File: src/rtl/uer_pkg.sv
`default_nettype none

package uer_pkg;

   // speed of sound term: 331300 + 606 * temperature, always positive for an 8-bit temperature
   localparam int SPEED_BITS = 19;
   localparam int SPEED_CALC_BITS = 20;
   localparam logic signed [SPEED_CALC_BITS-1:0] SPEED_BASE = 20'sd331300;
   localparam logic signed [SPEED_CALC_BITS-1:0] SPEED_SLOPE = 20'sd606;

   // distance = product / 200000, remainder always below the divisor
   localparam int REM_BITS = 18;
   localparam logic [REM_BITS:0] DIVISOR = 19'd200000;

   localparam int DIST_BITS = 17;
   localparam logic [DIST_BITS-1:0] DIST_MAX = 17'd131071;
   localparam logic [DIST_BITS-1:0] CM_TO_CENTI = 17'd100;

   localparam int TICK_BITS = 4;
   localparam int WAIT_BITS = 16;

   localparam int CSR_INDEX_BITS = 2;
   localparam int CSR_DATA_BITS = 16;
   localparam int TEMP_BITS = 8;
   localparam int RANGE_BITS = 10;

   localparam logic [WAIT_BITS-1:0] TIMEOUT_RESET = 16'd30000;
   localparam logic signed [TEMP_BITS-1:0] TEMP_RESET = 8'sd20;
   localparam logic [RANGE_BITS-1:0] RANGE_RESET = 10'd400;

   typedef enum logic [CSR_INDEX_BITS-1:0] {
      CSR_TIMEOUT = 2'd0,
      CSR_TEMP    = 2'd1,
      CSR_RANGE   = 2'd2
   } csr_index_type;

   typedef enum logic [1:0] {
      ST_OK      = 2'd0,
      ST_TIMEOUT = 2'd1,
      ST_RANGE   = 2'd2
   } status_type;

   typedef enum logic [2:0] {
      P_IDLE  = 3'd0,
      P_PRE   = 3'd1,
      P_TRIG  = 3'd2,
      P_WAIT  = 3'd3,
      P_COUNT = 3'd4
   } phase_type;

   typedef enum logic [1:0] {
      C_IDLE = 2'd0,
      C_MUL  = 2'd1,
      C_DIV  = 2'd2,
      C_FIN  = 2'd3
   } ctl_type;

endpackage

`default_nettype wire

File: src/rtl/ultrasonic_echo_ranger.sv
// a tick that ends an echo gets its distance from the bit-serial multiply followed by
//    the bit-serial divide by 200000
// throughput: one tick item per cycle while req_stall is low, one item in flight at a time
// reset: synchronous, active high; phase goes idle, counters clear, registers
//    take timeout 30000, temperature 20 and max range 400
`default_nettype none

module ultrasonic_echo_ranger #(
   parameter int PRE_LOW_TICKS = 2,
   parameter int TRIG_TICKS = 10,
   parameter int ECHO_COUNT_BITS = 16
) (
   input  wire logic                                    clock,
   input  wire logic                                    reset,
   input  wire logic                                    csr_we,
   input  wire logic [uer_pkg::CSR_INDEX_BITS-1:0]      csr_index,
   input  wire logic [uer_pkg::CSR_DATA_BITS-1:0]       csr_wdata,
   input  wire logic                                    req_valid,
   output logic                                         req_stall,
   input  wire logic                                    req_start_req,
   input  wire logic                                    req_echo_level,
   output logic                                         rsp_valid,
   input  wire logic                                    rsp_stall,
   output logic                                         rsp_trigger_level,
   output logic                                         rsp_busy_res,
   output logic                                         rsp_done_res,
   output logic [1:0]                                   rsp_status,
   output logic [uer_pkg::DIST_BITS-1:0]                rsp_distance_centi_cm
);

   localparam int PW = ECHO_COUNT_BITS + uer_pkg::SPEED_BITS;
   localparam int STEP_BITS = $clog2(PW + 1);
   localparam logic [ECHO_COUNT_BITS-1:0] COUNT_MAX = '1;

   // configuration
   logic [uer_pkg::WAIT_BITS-1:0]         timeout_ff;
   logic signed [uer_pkg::TEMP_BITS-1:0]  temperature_ff;
   logic [uer_pkg::RANGE_BITS-1:0]        max_range_ff;

   always_ff @(posedge clock) begin
      if (reset) begin
         timeout_ff <= uer_pkg::TIMEOUT_RESET;
         temperature_ff <= uer_pkg::TEMP_RESET;
         max_range_ff <= uer_pkg::RANGE_RESET;
      end else if (csr_we) begin
         unique case (csr_index)
            uer_pkg::CSR_TIMEOUT: timeout_ff <= csr_wdata;
            uer_pkg::CSR_TEMP:    temperature_ff <= csr_wdata[uer_pkg::TEMP_BITS-1:0];
            uer_pkg::CSR_RANGE:   max_range_ff <= csr_wdata[uer_pkg::RANGE_BITS-1:0];
            default: ;
         endcase
      end
   end

   // measurement state
   uer_pkg::phase_type                    phase_ff, phase_in, eff_phase;
   logic [uer_pkg::TICK_BITS-1:0]         phase_ticks_ff, phase_ticks_in, eff_ticks, tick_inc;
   logic [uer_pkg::WAIT_BITS-1:0]         wait_ff, wait_in;
   logic [ECHO_COUNT_BITS-1:0]            echo_ff, echo_in;

   // arithmetic datapath
   uer_pkg::ctl_type                      ctl_ff, ctl_in;
   logic [STEP_BITS-1:0]                  step_ff, step_in;
   logic [uer_pkg::SPEED_BITS-1:0]        speed_ff, speed_in;
   logic [ECHO_COUNT_BITS-1:0]            cnt_sh_ff, cnt_sh_in;
   logic [PW-1:0]                         acc_ff, acc_in;
   logic [uer_pkg::REM_BITS-1:0]          rem_ff, rem_in;
   logic [uer_pkg::DIST_BITS-1:0]         quo_ff, quo_in;
   logic                                  ovf_ff, ovf_in;

   logic signed [uer_pkg::SPEED_CALC_BITS-1:0] speed_full;
   logic [uer_pkg::REM_BITS:0]            rem_cat;
   logic                                  rem_ge;
   logic [uer_pkg::DIST_BITS-1:0]         range_lim;

   // per-tick result
   logic                                  t_trig, t_busy, t_done, launch;
   uer_pkg::status_type                   t_status;

   // output register
   logic                                  rsp_valid_ff;
   logic                                  rsp_trig_ff, rsp_busy_ff, rsp_done_ff;
   logic [1:0]                            rsp_status_ff;
   logic [uer_pkg::DIST_BITS-1:0]         rsp_dist_ff;

   logic                                  req_take, rsp_load_tick, fin_load;
   logic [1:0]                            fin_status;
   logic [uer_pkg::DIST_BITS-1:0]         fin_dist;

   assign req_stall = (ctl_ff != uer_pkg::C_IDLE) || (rsp_valid_ff && rsp_stall);
   assign req_take = req_valid && !req_stall;

   // one tick of the ranging sequence
   always_comb begin
      eff_phase = phase_ff;
      eff_ticks = phase_ticks_ff;
      t_busy = 1'b1;
      if (phase_ff == uer_pkg::P_IDLE) begin
         if (req_start_req) begin
            eff_phase = uer_pkg::P_PRE;
            eff_ticks = '0;
         end else begin
            t_busy = 1'b0;
         end
      end
      tick_inc = eff_ticks + 4'd1;
      phase_in = eff_phase;
      phase_ticks_in = eff_ticks;
      wait_in = wait_ff;
      echo_in = echo_ff;
      t_trig = 1'b0;
      t_done = 1'b0;
      t_status = uer_pkg::ST_OK;
      launch = 1'b0;
      unique case (eff_phase)
         uer_pkg::P_IDLE: ;
         uer_pkg::P_PRE: begin
            phase_ticks_in = tick_inc;
            if (tick_inc >= uer_pkg::TICK_BITS'(PRE_LOW_TICKS)) begin
               phase_in = uer_pkg::P_TRIG;
               phase_ticks_in = '0;
            end
         end
         uer_pkg::P_TRIG: begin
            t_trig = 1'b1;
            phase_ticks_in = tick_inc;
            if (tick_inc >= uer_pkg::TICK_BITS'(TRIG_TICKS)) begin
               phase_in = uer_pkg::P_WAIT;
               phase_ticks_in = '0;
               wait_in = '0;
            end
         end
         uer_pkg::P_WAIT: begin
            if (req_echo_level) begin
               phase_in = uer_pkg::P_COUNT;
               echo_in = ECHO_COUNT_BITS'(1);
            end else if (wait_ff >= timeout_ff) begin
               t_busy = 1'b0;
               t_done = 1'b1;
               t_status = uer_pkg::ST_TIMEOUT;
               phase_in = uer_pkg::P_IDLE;
               phase_ticks_in = '0;
            end else begin
               wait_in = wait_ff + 16'd1;
            end
         end
         uer_pkg::P_COUNT: begin
            if (req_echo_level) begin
               if (echo_ff != COUNT_MAX) begin
                  echo_in = echo_ff + ECHO_COUNT_BITS'(1);
               end
            end else begin
               // falling edge: distance comes from the serial datapath
               launch = 1'b1;
               phase_in = uer_pkg::P_IDLE;
               phase_ticks_in = '0;
            end
         end
         default: begin
            t_busy = 1'b0;
            phase_in = uer_pkg::P_IDLE;
            phase_ticks_in = '0;
         end
      endcase
   end

   always_ff @(posedge clock) begin
      if (reset) begin
         phase_ff <= uer_pkg::P_IDLE;
         phase_ticks_ff <= '0;
         wait_ff <= '0;
         echo_ff <= '0;
      end else if (req_take) begin
         phase_ff <= phase_in;
         phase_ticks_ff <= phase_ticks_in;
         wait_ff <= wait_in;
         echo_ff <= echo_in;
      end
   end

   assign speed_full = uer_pkg::SPEED_BASE
      + uer_pkg::SPEED_CALC_BITS'(temperature_ff) * uer_pkg::SPEED_SLOPE;

   assign rem_cat = {rem_ff, acc_ff[PW-1]};
   assign rem_ge = rem_cat >= uer_pkg::DIVISOR;
   assign range_lim = uer_pkg::DIST_BITS'(max_range_ff) * uer_pkg::CM_TO_CENTI;

   // shift-add multiply, then restoring divide, one bit per cycle
   always_comb begin
      ctl_in = ctl_ff;
      step_in = step_ff;
      speed_in = speed_ff;
      cnt_sh_in = cnt_sh_ff;
      acc_in = acc_ff;
      rem_in = rem_ff;
      quo_in = quo_ff;
      ovf_in = ovf_ff;
      fin_load = 1'b0;
      fin_dist = ovf_ff ? uer_pkg::DIST_MAX : quo_ff;
      fin_status = uer_pkg::ST_OK;
      if (ovf_ff || quo_ff == '0 || quo_ff >= range_lim) begin
         fin_status = uer_pkg::ST_RANGE;
      end
      unique case (ctl_ff)
         uer_pkg::C_IDLE: begin
            if (req_take && launch) begin
               ctl_in = uer_pkg::C_MUL;
               step_in = '0;
               speed_in = speed_full[uer_pkg::SPEED_BITS-1:0];
               cnt_sh_in = echo_ff;
               acc_in = '0;
            end
         end
         uer_pkg::C_MUL: begin
            acc_in = (acc_ff << 1) + (cnt_sh_ff[ECHO_COUNT_BITS-1] ? PW'(speed_ff) : '0);
            cnt_sh_in = cnt_sh_ff << 1;
            step_in = step_ff + STEP_BITS'(1);
            if (step_ff == STEP_BITS'(ECHO_COUNT_BITS - 1)) begin
               ctl_in = uer_pkg::C_DIV;
               step_in = '0;
               rem_in = '0;
               quo_in = '0;
               ovf_in = 1'b0;
            end
         end
         uer_pkg::C_DIV: begin
            acc_in = acc_ff << 1;
            rem_in = rem_ge ? uer_pkg::REM_BITS'(rem_cat - uer_pkg::DIVISOR)
                            : rem_cat[uer_pkg::REM_BITS-1:0];
            quo_in = {quo_ff[uer_pkg::DIST_BITS-2:0], rem_ge};
            ovf_in = ovf_ff | quo_ff[uer_pkg::DIST_BITS-1];
            step_in = step_ff + STEP_BITS'(1);
            if (step_ff == STEP_BITS'(PW - 1)) begin
               ctl_in = uer_pkg::C_FIN;
            end
         end
         uer_pkg::C_FIN: begin
            fin_load = 1'b1;
            ctl_in = uer_pkg::C_IDLE;
         end
         default: ctl_in = uer_pkg::C_IDLE;
      endcase
   end

   always_ff @(posedge clock) begin
      if (reset) begin
         ctl_ff <= uer_pkg::C_IDLE;
      end else begin
         ctl_ff <= ctl_in;
      end
   end

   always_ff @(posedge clock) begin
      step_ff <= step_in;
      speed_ff <= speed_in;
      cnt_sh_ff <= cnt_sh_in;
      acc_ff <= acc_in;
      rem_ff <= rem_in;
      quo_ff <= quo_in;
      ovf_ff <= ovf_in;
   end

   assign rsp_load_tick = req_take && !launch;

   always_ff @(posedge clock) begin
      if (reset) begin
         rsp_valid_ff <= 1'b0;
      end else if (rsp_load_tick || fin_load) begin
         rsp_valid_ff <= 1'b1;
      end else if (rsp_valid_ff && !rsp_stall) begin
         rsp_valid_ff <= 1'b0;
      end
   end

   always_ff @(posedge clock) begin
      if (rsp_load_tick) begin
         rsp_trig_ff <= t_trig;
         rsp_busy_ff <= t_busy;
         rsp_done_ff <= t_done;
         rsp_status_ff <= t_status;
         rsp_dist_ff <= '0;
      end else if (fin_load) begin
         rsp_trig_ff <= 1'b0;
         rsp_busy_ff <= 1'b0;
         rsp_done_ff <= 1'b1;
         rsp_status_ff <= fin_status;
         rsp_dist_ff <= fin_dist;
      end
   end

   assign rsp_valid = rsp_valid_ff;
   assign rsp_trigger_level = rsp_trig_ff;
   assign rsp_busy_res = rsp_busy_ff;
   assign rsp_done_res = rsp_done_ff;
   assign rsp_status = rsp_status_ff;
   assign rsp_distance_centi_cm = rsp_dist_ff;

endmodule

`default_nettype wire

File: config.mk
export PLATFORM = sky130hd
export DESIGN_NAME = ultrasonic_echo_ranger
export DESIGN_NICKNAME = d
export VERILOG_FILES = /design/src/rtl/uer_pkg.sv /design/src/rtl/ultrasonic_echo_ranger.sv
export SDC_FILE = /design/constraint.sdc
export NUM_CORES = 1
export LEC_CHECK = 0
export ABC_AREA = 1
export BUFFER_PORTS_ARGS = -buffer_cell sky130_fd_sc_hd__buf_2
export CORE_MARGIN = 5
export CORE_UTILIZATION = 36
export DETAILED_ROUTE_END_ITERATION = 10
export RECOVER_POWER = 100
export SYNTH_ARGS = -nofsm -noshare
export SYNTH_HDL_FRONTEND = slang
export SYNTH_SLANG_ARGS = --single-unit
File: constraint.sdc
create_clock -name clock -period 4.1 [get_ports clock]
set_input_delay 0.82 -clock clock [delete_from_list [all_inputs] [get_ports clock]]
set_output_delay 0.82 -clock clock [all_outputs]
set_load 0.05 [all_outputs]
==> metrics.md <==
| Metric | Value |
|---|---|
| Status | `finished with violations` |
| Failing checks | `capacitance limit, slew limit` |
| CP startpoint kind | `flip-flop` |
| Synth unique cells | `51` |
| Placed Area | `about 0.015 sq mm` |
| GR Overflow Total | `0` |
| Leak | `slightly above 7 nW` |
| CP endpoint kind | `flip-flop` |
| Fin. max-slew vios | `127` |
| Multi-input gate area | `0.00789 sq mm` |
| Pin count of the biggest net entering global routing | `50` |
| Initial DRT Pass Iterations | `5` |
| GRT Resource Usage Total | `approximately 14%` |
| Wirelength per Cell | `about 13 um` |
| VDD IR max | `0.000276 V` |
| Placement row count | `73` |
| # hold bufs at CTS | `0` |
| Number of synthesized flops with an enable pin | `115` |
| Commonest non-fill, non-tap cells in the layout | `nand2_1 (423), inv_1 (284), ha_1 (143)` |
| WP data arrival | `between 4 and 5 ns` |
| CTS tree | `done` |
| Drt initial violations | `between 600 and 700` |
| Via count | `approximately 12000` |
| Cts bufs inserted | `24` |
| Slew margin rel. | `-42.4%` |
| Clk_skew | `0.0134 ns` |
| Mean Syn Cell Area | `slightly below 8 sq um` |
| Synth Flop Type | `edfxtp_1` |
| Fmax achieved | `257 MHz` |
| Cell Pwr Density | `approximately 530 mW/mm^2` |
| DP HPWL | `roughly 24000 um` |
| Setup TNS | `0 ns` |
| Post-route cell area | `~0.016 sq mm` |
| Mapped Nets | `approximately 2000` |
| Nets@finish | `around 2100` |
| Top Ports | `49` |
| Global-route wire length before repair | `54200 um` |
| Area delta synth->final | `11.8%` |
| # DRC | `0` |
| Clock Latency Late Sink | `between 0.5 and 0.6 ns` |
| Period utilization | `between 90% and 100%` |
| Bufs on Longest Clock Path | `3` |
| Asr flop ratio synth | `0%` |
| Share of post-route cells with drive strength above 1 | `under 10%` |
| Most common cell after layout, fill and taps aside | `nand2_1` |
| Antenna diodes | `0` |
| CP Class | `flip-flop to flip-flop` |
| GP Congestion | `~0.86` |
| Die area | `0.0443 sq mm` |
| Worst-path clk slew | `around 0.06 ns` |
| WL final | `about 32000 um` |
| Initial core utilization | `36.4%` |
| Reg-to-reg setup timing slack | `around 0.21 ns` |
| Flops & latches, synth | `roughly 210` |
| Antenna viol nets, final | `0` |
| Worst Path Required | `between 4 and 5 ns` |
| MaxCap Viol Count | `3` |
| Unrepaired setup endpoints after global routing | `true` |
| Yosys warnings | `0` |
| Total power | `~8.5 mW` |
| Final core occ | `40.7%` |
| Die height | `roughly 210 um` |
| Hold Violations, Final | `0` |
| Hold Path Class | `flip-flop to flip-flop` |
| Clock sinks | `208` |
| Cell Area, Synth | `~0.014 sq mm` |
| H-tree Lvls | `1` |
| Setup WS pre-CTS | `a little over 0.03 ns` |
| IO buf count | `48` |
| Clk root buf | `clkbuf_16` |
| Fill cell count | `about 4000` |
| Sequential cell area | `approximately 0.0053 sq mm` |
| Crit-path max FO | `5` |
| Period minus WS final | `between 3 and 4 ns` |
| Slew @ Worst Pin | `around 2.1 ns` |
| Placed cells | `2399` |
| Final setup slack of the worst path | `between 0.2 and 0.25 ns` |
| Core Footprint | `between 0.03 and 0.04 sq mm` |
| Hold_ws | `approximately 0.46 ns` |
| Die W | `~210 um` |
| Number of global-route vias before repair | `approximately 11000` |
| Sequential area share after synthesis | `a little under two fifths` |
| Initial antenna violation count | `0` |
| Final setup vio count | `0` |
| Syn Inst Count | `~1800` |
| Layout Cells excl Fill | `around 2400` |
| Via density | `4.89` |
==> cell usage after synthesis (all sizes together) (3+ instances only) <==
master    n  area share [%]
nand3    88             3.4
o211ai   13            0.67
a211oi    5            0.26
nand4    36             1.6
inv     288             7.5
a21boi    5            0.26
a21oi   155             5.6
a31oi     6            0.26
fa       21             2.9
o21bai    9            0.47
nor4     10            0.43
buf       9            0.47
a21o      5            0.26
ha      147              13
nand3b    6            0.31
o21ai   125             4.5
nor2    134             3.8
nor3     36             1.3
xnor2    15            0.91
edfxtp  115              24
clkinv    3           0.078
or2       5            0.22
nand2   436              12
xor2     35             2.1
clkbuf   36            0.93
dfxtp    93              13
==> area by class of cell <==
type                    instances  area share [%]
flip-flops and latches        208            32.9
repair buffers                 72            2.20
well taps                     525            4.06
clock buffers                  33            4.45
multi-input cells            1303            48.8
inverters                     291            6.79
clock inverters                11           0.843
==> final timing paths <==
check / startpoint / to / depth (start not counted)
setup / recovery: temperature_ff[4] / speed_ff[18] / 20
hold reg to reg: timeout_ff[11] / timeout_ff[11] / 2
hold / removal: timeout_ff[11] / timeout_ff[11] / 2
setup reg to reg: temperature_ff[4] / speed_ff[18] / 20
==> where the power goes <==
group / internal, mW / switching [mW] / leakage (nW) / total [mW]
Sequential: 2.75 / 0.276 / 1.83 / 3.03
Clock: 1.42 / 0.883 / 0.416 / 2.30
Combinational: 1.02 / 2.16 / 4.99 / 3.18
Total: 5.19 / 3.32 / 7.24 / 8.51
==> state kept, by name (all words and copies together), names as in the netlist <==
register,cells
acc_ff,34
rem_ff,18
speed_ff,18
quo_ff,17
rsp_distance_centi_cm,17
cnt_sh_ff,16
echo_ff,16
timeout_ff,16
wait_ff,16
max_range_ff,10
temperature_ff,8
step_ff,6
phase_ticks_ff,4
phase_ff,3
ctl_ff,2
rsp_status,2
ovf_ff,1
rsp_busy_res,1
rsp_done_res,1
rsp_trigger_level,1
rsp_valid,1
==> logic make-up after synthesis <==
kind of cell               Yosys count  synth area share, %
DFF                                208                 36.7
and+or+nand+nor                    755                 23.0
adders and majority gates          168                 15.6
buffers and inverters              336                 9.00
xor gates and xnor gates            50                 3.03
AOI/OAI and AO/OA                  330                 12.6
==> what timing repair did <==
item,in CTS,in global routing
endpoints found under the hold margin,0,0
setup endpoints to repair,0,8
buffers inserted,0,0
resized for setup,0,28
==> critical path, cell delays in order, from the launching register on <==
cell and delay, ns:
dfxtp_2 0.34, fa_1 0.57, ha_1 0.15, inv_1 0.05
fa_1 0.47, fa_1 0.54, inv_1 0.06, ha_4 0.28
buf_4 0.13, nand3_1 0.09, nand2_2 0.11, xor2_2 0.16
inv_1 0.07, nand2_1 0.10, nor2_1 0.04, nand2_1 0.09
nand3_1 0.12, nand2_1 0.10, nand2_1 0.06, nand2_1 0.07
nand2_1 0.05
==> per-layer routing <==
layer	GRT usage, %	part of all wire, %
met3	1.89	3.4
met4	3.64	1.8
met1	18.8	47
met5	0	0
met2	24.7	48
No activity file was read; power rests on OpenSTA's default activity.
